**config.mk**
```make
export PLATFORM = sky130hd
export DESIGN_NAME = clahe_histogram_cdf_map_top
export DESIGN_NICKNAME = d
export VERILOG_FILES = /design/src/chcm_pkg.sv /design/src/chcm_div_unit.sv /design/src/clahe_histogram_cdf_map_top.sv
export SDC_FILE = /design/constraint.sdc
export NUM_CORES = 1
export LEC_CHECK = 0
export ABC_AREA = 1
export BUFFER_PORTS_ARGS = -buffer_cell sky130_fd_sc_hd__clkbuf_2
export CORE_MARGIN = 2
export CORE_UTILIZATION = 50
export CTS_CLUSTER_SIZE = 12
export DETAILED_ROUTE_END_ITERATION = 10
export PLACE_DENSITY = 0.75
export SLEW_MARGIN = 5
export SYNTH_ARGS = -nofsm -noshare
export SYNTH_HDL_FRONTEND = slang
export SYNTH_SLANG_ARGS = --single-unit
```
**constraint.sdc**
```tcl
create_clock -name clock -period 11.6 [get_ports clock]
set_input_delay 0 -clock clock [delete_from_list [all_inputs] [get_ports clock]]
set_output_delay 0 -clock clock [all_outputs]
set_load 0.01 [all_outputs]
```
**src/chcm_pkg.sv**
```systemverilog
// ----------------------------------------------------------------------------
// chcm_pkg
// Shared types and constants of the CLAHE histogram CDF mapping block.
// ----------------------------------------------------------------------------
`default_nettype none

package chcm_pkg;

   localparam int LEVEL_W    = 16;
   localparam int PIX_W      = 25;
   localparam int COUNT_W    = 25;
   localparam int CSR_IDX_W  = 2;
   localparam int CSR_DATA_W = 25;

   localparam logic [CSR_IDX_W-1:0] CSR_OUT_MIN       = 2'd0;
   localparam logic [CSR_IDX_W-1:0] CSR_OUT_MAX       = 2'd1;
   localparam logic [CSR_IDX_W-1:0] CSR_REGION_PIXELS = 2'd2;

   localparam logic [LEVEL_W-1:0] OUT_MIN_RESET       = 16'd0;
   localparam logic [LEVEL_W-1:0] OUT_MAX_RESET       = 16'hFFFF;
   localparam logic [PIX_W-1:0]   REGION_PIXELS_RESET = 25'd1;

   typedef enum logic [1:0] {
      ST_IDLE,
      ST_MUL,
      ST_DIV,
      ST_MAP
   } state_type;

   typedef struct packed {
      logic busy;
      logic done;
   } div_status_type;

endpackage

`default_nettype wire

```
**src/chcm_div_unit.sv**
```systemverilog
// ----------------------------------------------------------------------------
// chcm_div_unit
// Restoring serial divider: one compare-and-subtract per cycle, one quotient
// bit per step.
// ----------------------------------------------------------------------------
`default_nettype none

module chcm_div_unit #(
   parameter int DW = 41,
   parameter int VW = 25
) (
   input  wire logic                    clock,
   input  wire logic                    reset,
   input  wire logic                    start,
   input  wire logic [DW-1:0]           dividend,
   input  wire logic [VW-1:0]           divisor,
   output logic      [DW-1:0]           quotient,
   output chcm_pkg::div_status_type     status
);

   localparam int CntW = $clog2(DW + 1);

   logic [VW-1:0]   rem_ff, rem_in;
   logic [DW-1:0]   quo_ff, quo_in;
   logic [CntW-1:0] cnt_ff, cnt_in;
   logic            busy_ff, busy_in;
   logic            done_ff, done_in;

   logic [VW:0]     rem_sh;
   logic [VW:0]     diff;
   logic            ge;

   always_comb begin
      rem_sh  = {rem_ff, quo_ff[DW-1]};
      diff    = rem_sh - {1'b0, divisor};
      ge      = ~diff[VW];
      rem_in  = rem_ff;
      quo_in  = quo_ff;
      cnt_in  = cnt_ff;
      busy_in = busy_ff;
      done_in = 1'b0;
      if (start) begin
         rem_in  = '0;
         quo_in  = dividend;
         cnt_in  = CntW'(DW);
         busy_in = 1'b1;
      end else if (busy_ff) begin
         rem_in = ge ? diff[VW-1:0] : rem_sh[VW-1:0];
         quo_in = {quo_ff[DW-2:0], ge};
         cnt_in = cnt_ff - CntW'(1);
         if (cnt_ff == CntW'(1)) begin
            busy_in = 1'b0;
            done_in = 1'b1;
         end
      end
   end

   always_ff @(posedge clock) begin
      rem_ff <= rem_in;
      quo_ff <= quo_in;
   end

   always_ff @(posedge clock) begin
      if (reset) begin
         cnt_ff  <= '0;
         busy_ff <= 1'b0;
         done_ff <= 1'b0;
      end else begin
         cnt_ff  <= cnt_in;
         busy_ff <= busy_in;
         done_ff <= done_in;
      end
   end

   assign quotient    = quo_ff;
   assign status.busy = busy_ff;
   assign status.done = done_ff;

endmodule

`default_nettype wire

```
**src/clahe_histogram_cdf_map_top.sv**
```systemverilog
// ----------------------------------------------------------------------------
// clahe_histogram_cdf_map_top
// CLAHE cumulative mapping: running bin sum scaled by the output span, divided
// by the region size, plus the output minimum, clamped to the output range.
//
//   channel  direction  handshake          payload
//   req      in         req_valid/stall    bin_count, last_bin
//   rsp      out        rsp_valid/stall    mapped_level, region_done
//   csr      in         csr_write_enable   csr_index, csr_write_data
//
// A bin is taken only in the idle state; requests stall through the multiply,
// divide and map states, so a new bin waits until the last one's result is
// loaded into the output register. The serial divider produces one quotient bit
// per cycle over SUM_WIDTH + 16 bits.
// Reset clears the running sum and loads the register defaults.
// The next bin is taken while a finished result waits on rsp_stall; a result
// that finds the output register still full holds until it drains.
// ----------------------------------------------------------------------------
`default_nettype none

module clahe_histogram_cdf_map_top #(
   parameter int SUM_WIDTH  = 25,
   parameter int GRAY_WIDTH = 16
) (
   input  wire logic                                   clock,
   input  wire logic                                   reset,
   input  wire logic                                   req_valid,
   output logic                                        req_stall,
   input  wire logic [chcm_pkg::COUNT_W-1:0]           req_bin_count,
   input  wire logic                                   req_last_bin,
   output logic                                        rsp_valid,
   input  wire logic                                   rsp_stall,
   output logic      [GRAY_WIDTH-1:0]                  rsp_mapped_level,
   output logic                                        rsp_region_done,
   input  wire logic                                   csr_write_enable,
   input  wire logic [chcm_pkg::CSR_IDX_W-1:0]         csr_index,
   input  wire logic [chcm_pkg::CSR_DATA_W-1:0]        csr_write_data
);

   localparam int LW   = chcm_pkg::LEVEL_W;
   localparam int DW   = SUM_WIDTH + LW;
   localparam int AccW = ((SUM_WIDTH > chcm_pkg::COUNT_W) ?
                          SUM_WIDTH : chcm_pkg::COUNT_W) + 1;

   chcm_pkg::state_type      state_ff, state_in;
   chcm_pkg::div_status_type div_stat;

   logic [LW-1:0]                 out_min_ff;
   logic [LW-1:0]                 out_max_ff;
   logic [chcm_pkg::PIX_W-1:0]    pixels_ff;
   logic [SUM_WIDTH-1:0]          running_ff, running_in;
   logic [SUM_WIDTH-1:0]          sum_ff;
   logic                          last_ff;
   logic                          rsp_valid_ff, rsp_valid_in;
   logic [GRAY_WIDTH-1:0]         level_ff;
   logic                          done_ff;

   logic                          req_beat;
   logic                          rsp_load;
   logic [AccW-1:0]               sum_wide;
   logic [SUM_WIDTH-1:0]          sum_sat;
   logic [LW-1:0]                 span;
   logic                          bypass;
   logic [DW-1:0]                 product;
   logic [DW-1:0]                 quotient;
   logic                          over;
   logic [LW:0]                   level_sum;
   logic [LW-1:0]                 level;

   assign req_beat = req_valid && !req_stall;

   // registers
   always_ff @(posedge clock) begin
      if (reset) begin
         out_min_ff <= chcm_pkg::OUT_MIN_RESET;
         out_max_ff <= chcm_pkg::OUT_MAX_RESET;
         pixels_ff  <= chcm_pkg::REGION_PIXELS_RESET;
      end else if (csr_write_enable) begin
         case (csr_index)
            chcm_pkg::CSR_OUT_MIN:       out_min_ff <= csr_write_data[LW-1:0];
            chcm_pkg::CSR_OUT_MAX:       out_max_ff <= csr_write_data[LW-1:0];
            chcm_pkg::CSR_REGION_PIXELS: pixels_ff  <= csr_write_data[chcm_pkg::PIX_W-1:0];
            default: ;
         endcase
      end
   end

   // accumulate, saturating
   always_comb begin
      sum_wide = AccW'(running_ff) + AccW'(req_bin_count);
      if (sum_wide > AccW'({SUM_WIDTH{1'b1}})) begin
         sum_sat = '1;
      end else begin
         sum_sat = sum_wide[SUM_WIDTH-1:0];
      end
      running_in = running_ff;
      if (req_beat) begin
         running_in = req_last_bin ? '0 : sum_sat;
      end
   end

   always_ff @(posedge clock) begin
      if (reset) begin
         running_ff <= '0;
      end else begin
         running_ff <= running_in;
      end
   end

   always_ff @(posedge clock) begin
      if (req_beat) begin
         sum_ff  <= sum_sat;
         last_ff <= req_last_bin;
      end
   end

   // scale
   assign span    = out_max_ff - out_min_ff;
   assign bypass  = (out_max_ff < out_min_ff) || (pixels_ff == '0);
   assign product = {{LW{1'b0}}, sum_ff} * {{SUM_WIDTH{1'b0}}, span};

   chcm_div_unit #(
      .DW (DW),
      .VW (chcm_pkg::PIX_W)
   ) u_chcm_div_unit (
      .clock    (clock),
      .reset    (reset),
      .start    (state_ff == chcm_pkg::ST_MUL),
      .dividend (product),
      .divisor  (pixels_ff),
      .quotient (quotient),
      .status   (div_stat)
   );

   // offset and clamp
   always_comb begin
      over      = (|quotient[DW-1:LW]) || (quotient[LW-1:0] > span);
      level_sum = {1'b0, out_min_ff} + {1'b0, quotient[LW-1:0]};
      level     = (bypass || over) ? out_max_ff : level_sum[LW-1:0];
   end

   // sequencer
   always_ff @(posedge clock) begin
      if (reset) begin
         state_ff <= chcm_pkg::ST_IDLE;
      end else begin
         state_ff <= state_in;
      end
   end

   always_comb begin
      state_in  = state_ff;
      req_stall = 1'b1;
      rsp_load  = 1'b0;
      case (state_ff)
         chcm_pkg::ST_IDLE: begin
            req_stall = 1'b0;
            if (req_valid) begin
               state_in = chcm_pkg::ST_MUL;
            end
         end
         chcm_pkg::ST_MUL: begin
            state_in = chcm_pkg::ST_DIV;
         end
         chcm_pkg::ST_DIV: begin
            if (div_stat.done && !div_stat.busy) begin
               state_in = chcm_pkg::ST_MAP;
            end
         end
         chcm_pkg::ST_MAP: begin
            if (!rsp_valid_ff || !rsp_stall) begin
               rsp_load = 1'b1;
               state_in = chcm_pkg::ST_IDLE;
            end
         end
         default: begin
            state_in = chcm_pkg::ST_IDLE;
         end
      endcase
   end

   // output register
   always_comb begin
      rsp_valid_in = rsp_valid_ff;
      if (rsp_load) begin
         rsp_valid_in = 1'b1;
      end else if (!rsp_stall) begin
         rsp_valid_in = 1'b0;
      end
   end

   always_ff @(posedge clock) begin
      if (reset) begin
         rsp_valid_ff <= 1'b0;
      end else begin
         rsp_valid_ff <= rsp_valid_in;
      end
   end

   always_ff @(posedge clock) begin
      if (rsp_load) begin
         level_ff <= level[GRAY_WIDTH-1:0];
         done_ff  <= last_ff;
      end
   end

   assign rsp_valid        = rsp_valid_ff;
   assign rsp_mapped_level = level_ff;
   assign rsp_region_done  = done_ff;

endmodule

`default_nettype wire

```
==> metrics.md <==
| Metric | Value |
|---|---|
| Outcome | `completed` |
| Fin Clk Skew | `0.0449 ns` |
| Finished Cell Area | `29600 um2` |
| Number of global-route vias before repair | `24.7k` |
| FFs w/ async S/R, synth | `0%` |
| Mapped Cells | `3852` |
| Mux cell area share after synthesis | `0%` |
| Layout net count | `4504` |
| Post-synth net total | `4452` |
| Reg2reg path depth | `27` |
| Overall Global Routing Usage | `30.1%` |
| Via count | `25.0k` |
| Syn avg cell area | `7.14 um2` |
| H-tree level count | `1` |
| Initial antenna violation count | `2` |
| Hold path cells | `6` |
| Post-synth top cells | `nand2_1, inv_1, fa_1` |
| MaxCap Viol Count | `0` |
| Tcrit/Tclk final | `69.4%` |
| Antenna Violating Nets Remaining | `0` |
| Worst path required time | `11.89 ns` |
| Layout cells sized above 1 | `5.18%` |
| Initial Util | `50.8%` |
| Iteration-0 DRC Markers | `1936` |
| CTS Buffer Depth | `3` |
| Largest net degree at the start of global routing | `61` |
| Crit path time final | `8.05 ns` |
| Slew of the pin with the lowest slew margin | `1.07 ns` |
| Max Fclk | `124 MHz` |
| Setup TNS | `0 ns` |
| Crit Path Category | `flip-flop to flip-flop` |
| Gpl congestion | `0.975` |
| Synthesized area | `27500 um2` |
| CTS Sinks | `202` |
| Largest family of logic cells by synthesized area | `adder cells` |
| First-pass GRT wire length | `134000 um` |
| DRC viols | `0` |
| Die area | `56900 um2` |
| Cell taking the most area after synthesis | `fa_1` |
| Synth warn | `0` |
| Post-synth top flop | `dfxtp_1` |
| Width of the die | `238 um` |
| Unrepaired setup endpoints after global routing | `false` |
| Synth Area in Compound Gates | `6.16%` |
| Synth Area in Simple Gates | `27.9%` |
| TritonCTS clock tree | `done` |
| PostCTS Resize Cnt | `0` |
| Clock Pin Slew Worst Setup and Hold Paths | `0.06 ns` |
| Top Ports | `77` |
| Crit path max fanout | `14` |
| Crit path DAT | `8.34 ns` |
| Place WS | `3.75 ns` |
| Root Driver | `clkbuf_16` |
| Final Max Tran Viols | `0` |
| DRT Wirelength | `84400 um` |
| Layout area overhead | `7.52%` |
| Adder-Cell Fraction of Synth Area | `33.5%` |
| Hpwl dp | `66500 um` |
| Synth Register Bits | `202` |
| Post-detailed-route via-to-cell ratio | `5.42` |
| Post-synth EDFFs | `84` |
| IO buf count | `76` |
| Clock latency on the worst-skew pair | `0.57 ns` |
| Top-area cell type share of the netlist area | `23.6%` |
| Most numerous cell in the Yosys netlist | `nand2_1` |
| Chip height | `238 um` |
| Avg WL per Cell | `18.3 um` |
| Dpl cell area | `28300 um2` |
| Register area share after synthesis | `17.8%` |
| Number of CTS-inserted buffers | `24` |
| Area of the core | `54100 um2` |
| Post-synth cell types | `50` |
| Worst slew margin | `28.3%` |
| Setup-failing EPs final | `0` |
| Final Hold Fails | `0` |
| Overflow after GRT | `0` |
| XOR/XNOR share of the synthesized area | `1.59%` |
| Hold Path Class | `input port to flip-flop` |
| Drt pass-1 iters | `8` |
| Post-route setup slack | `3.55 ns` |
| Synth area leaders | `fa_1, nand2_1, inv_1` |
| Site Rows | `85` |
| Worst setup EP type | `flip-flop` |
| Startpoint type of the worst setup path | `flip-flop` |
-- path summary, 6_finish.rpt --
check,slack [ns],startpoint,endpoint
setup reg to reg,3.55,out_min_ff[10],u_chcm_div_unit.quotient[27]
setup / recovery,3.55,out_min_ff[10],u_chcm_div_unit.quotient[27]
hold / removal,0.02,req_valid,state_ff[0]
hold reg to reg,0.45,last_ff,rsp_region_done
-- cells by family (layout without fill, tap and decap cells) --
family / count (synthesis) / after routing
AOI/OAI and AO/OA: 320 / 320
xor gates and xnor gates: 50 / 50
adders and majority gates: 542 / 542
buffers and inverters: 926 / 994
DFF: 202 / 202
other: 0 / 2
and+or+nand+nor: 1812 / 1812
-- per-stage QoR --
step,utilization [%],hold slack [ns],std cells
floorplan,-,0.0989,3852
global placement,52.3,0.195,4527
detailed placement,52.3,0.197,4527
CTS,54.6,0.000676,4615
global route,54.6,0.0816,4618
finish,54.6,0.0181,4618
-- state kept, by name, indices dropped and copies added (netlist names), 2 cells and up --
| signal | flops |
|---|---|
| running_ff | 25 |
| u_chcm_div_unit.cnt_ff | 6 |
| out_min_ff | 16 |
| pixels_ff | 25 |
| sum_ff | 25 |
| u_chcm_div_unit.quotient | 41 |
| state_ff | 2 |
| rsp_mapped_level | 16 |
| out_max_ff | 16 |
| u_chcm_div_unit.rem_ff | 25 |
-- layer usage --
metal | wire, um | share of wire (%) | track usage (%)
met3 | 7510 | 8.9 | 5.89
met1 | 35400 | 42 | 40.2
met2 | 38100 | 45 | 48.6
met5 | 0 | 0 | 0
met4 | 3350 | 4.0 | 11.2
-- cell type report --
class                           instances  area, um2
Fill cell                            5191      24600
Multi-Input combinational cell       2724      19000
Sequential cell                       202       4880
Inverter                              814       3060
Timing Repair Buffer                  138        961
Tap cell                              696        871
Clock buffer                           32        644
Clock inverter                         10        108
Antenna cell                            2       5.00
-- cells in the final DEF, fill, tap and decap left out, types with 3 or more instances in the layout --
master	n
o211ai_1	3
nand3_1	292
o21ai_1	8
nand2_2	21
nor2_1	292
clkinv_1	7
nand3_2	17
a211oi_1	3
nand2_4	6
buf_4	16
nor4_1	8
nand4_1	41
dfxtp_1	118
and2_1	3
nand3b_1	21
xor2_1	13
o21bai_1	10
a21oi_1	170
clkbuf_1	6
clkbuf_16	24
inv_2	9
inv_1	798
nand2_1	1074
nor3_1	16
or2_2	8
clkinv_2	6
o21a_1	4
fa_1	324
dlygate4sd3_1	46
edfxtp_1	84
a21o_1	3
xnor2_1	37
o21ai_0	108
clkbuf_2	76
nor2_2	5
ha_1	218
-- worst max-delay path, stage by stage (launching register included) --
cell and delay, ns:
dfxtp_1 0.36, inv_1 0.07, ha_1 0.42, nand2_1 0.13, nor2_1 0.22, nand4_1 0.14, nand3_1 0.22, nand2_1 0.39
nand2_1 0.66, nor2_1 0.13, fa_1 0.53, inv_1 0.06, fa_1 0.53, inv_1 0.05, fa_1 0.50, fa_1 0.43
fa_1 0.52, inv_1 0.06, fa_1 0.49, inv_1 0.05, ha_1 0.42, nand2_1 0.14, nor4_1 0.60, nand3_1 0.26
nand3_1 0.15, nand2_1 0.06, nand3_1 0.11, nand2_1 0.08
-- timing repair --
| action | in CTS | in global routing |
|---|---|---|
| endpoints found under the hold margin | 84 | 0 |
| setup buffers | 0 | 0 |
| hold buffers | 46 | 0 |
Power is left out: the tool's default activity adds up to more than one toggle a clock period on the data nets, which glitch-free logic cannot reach.
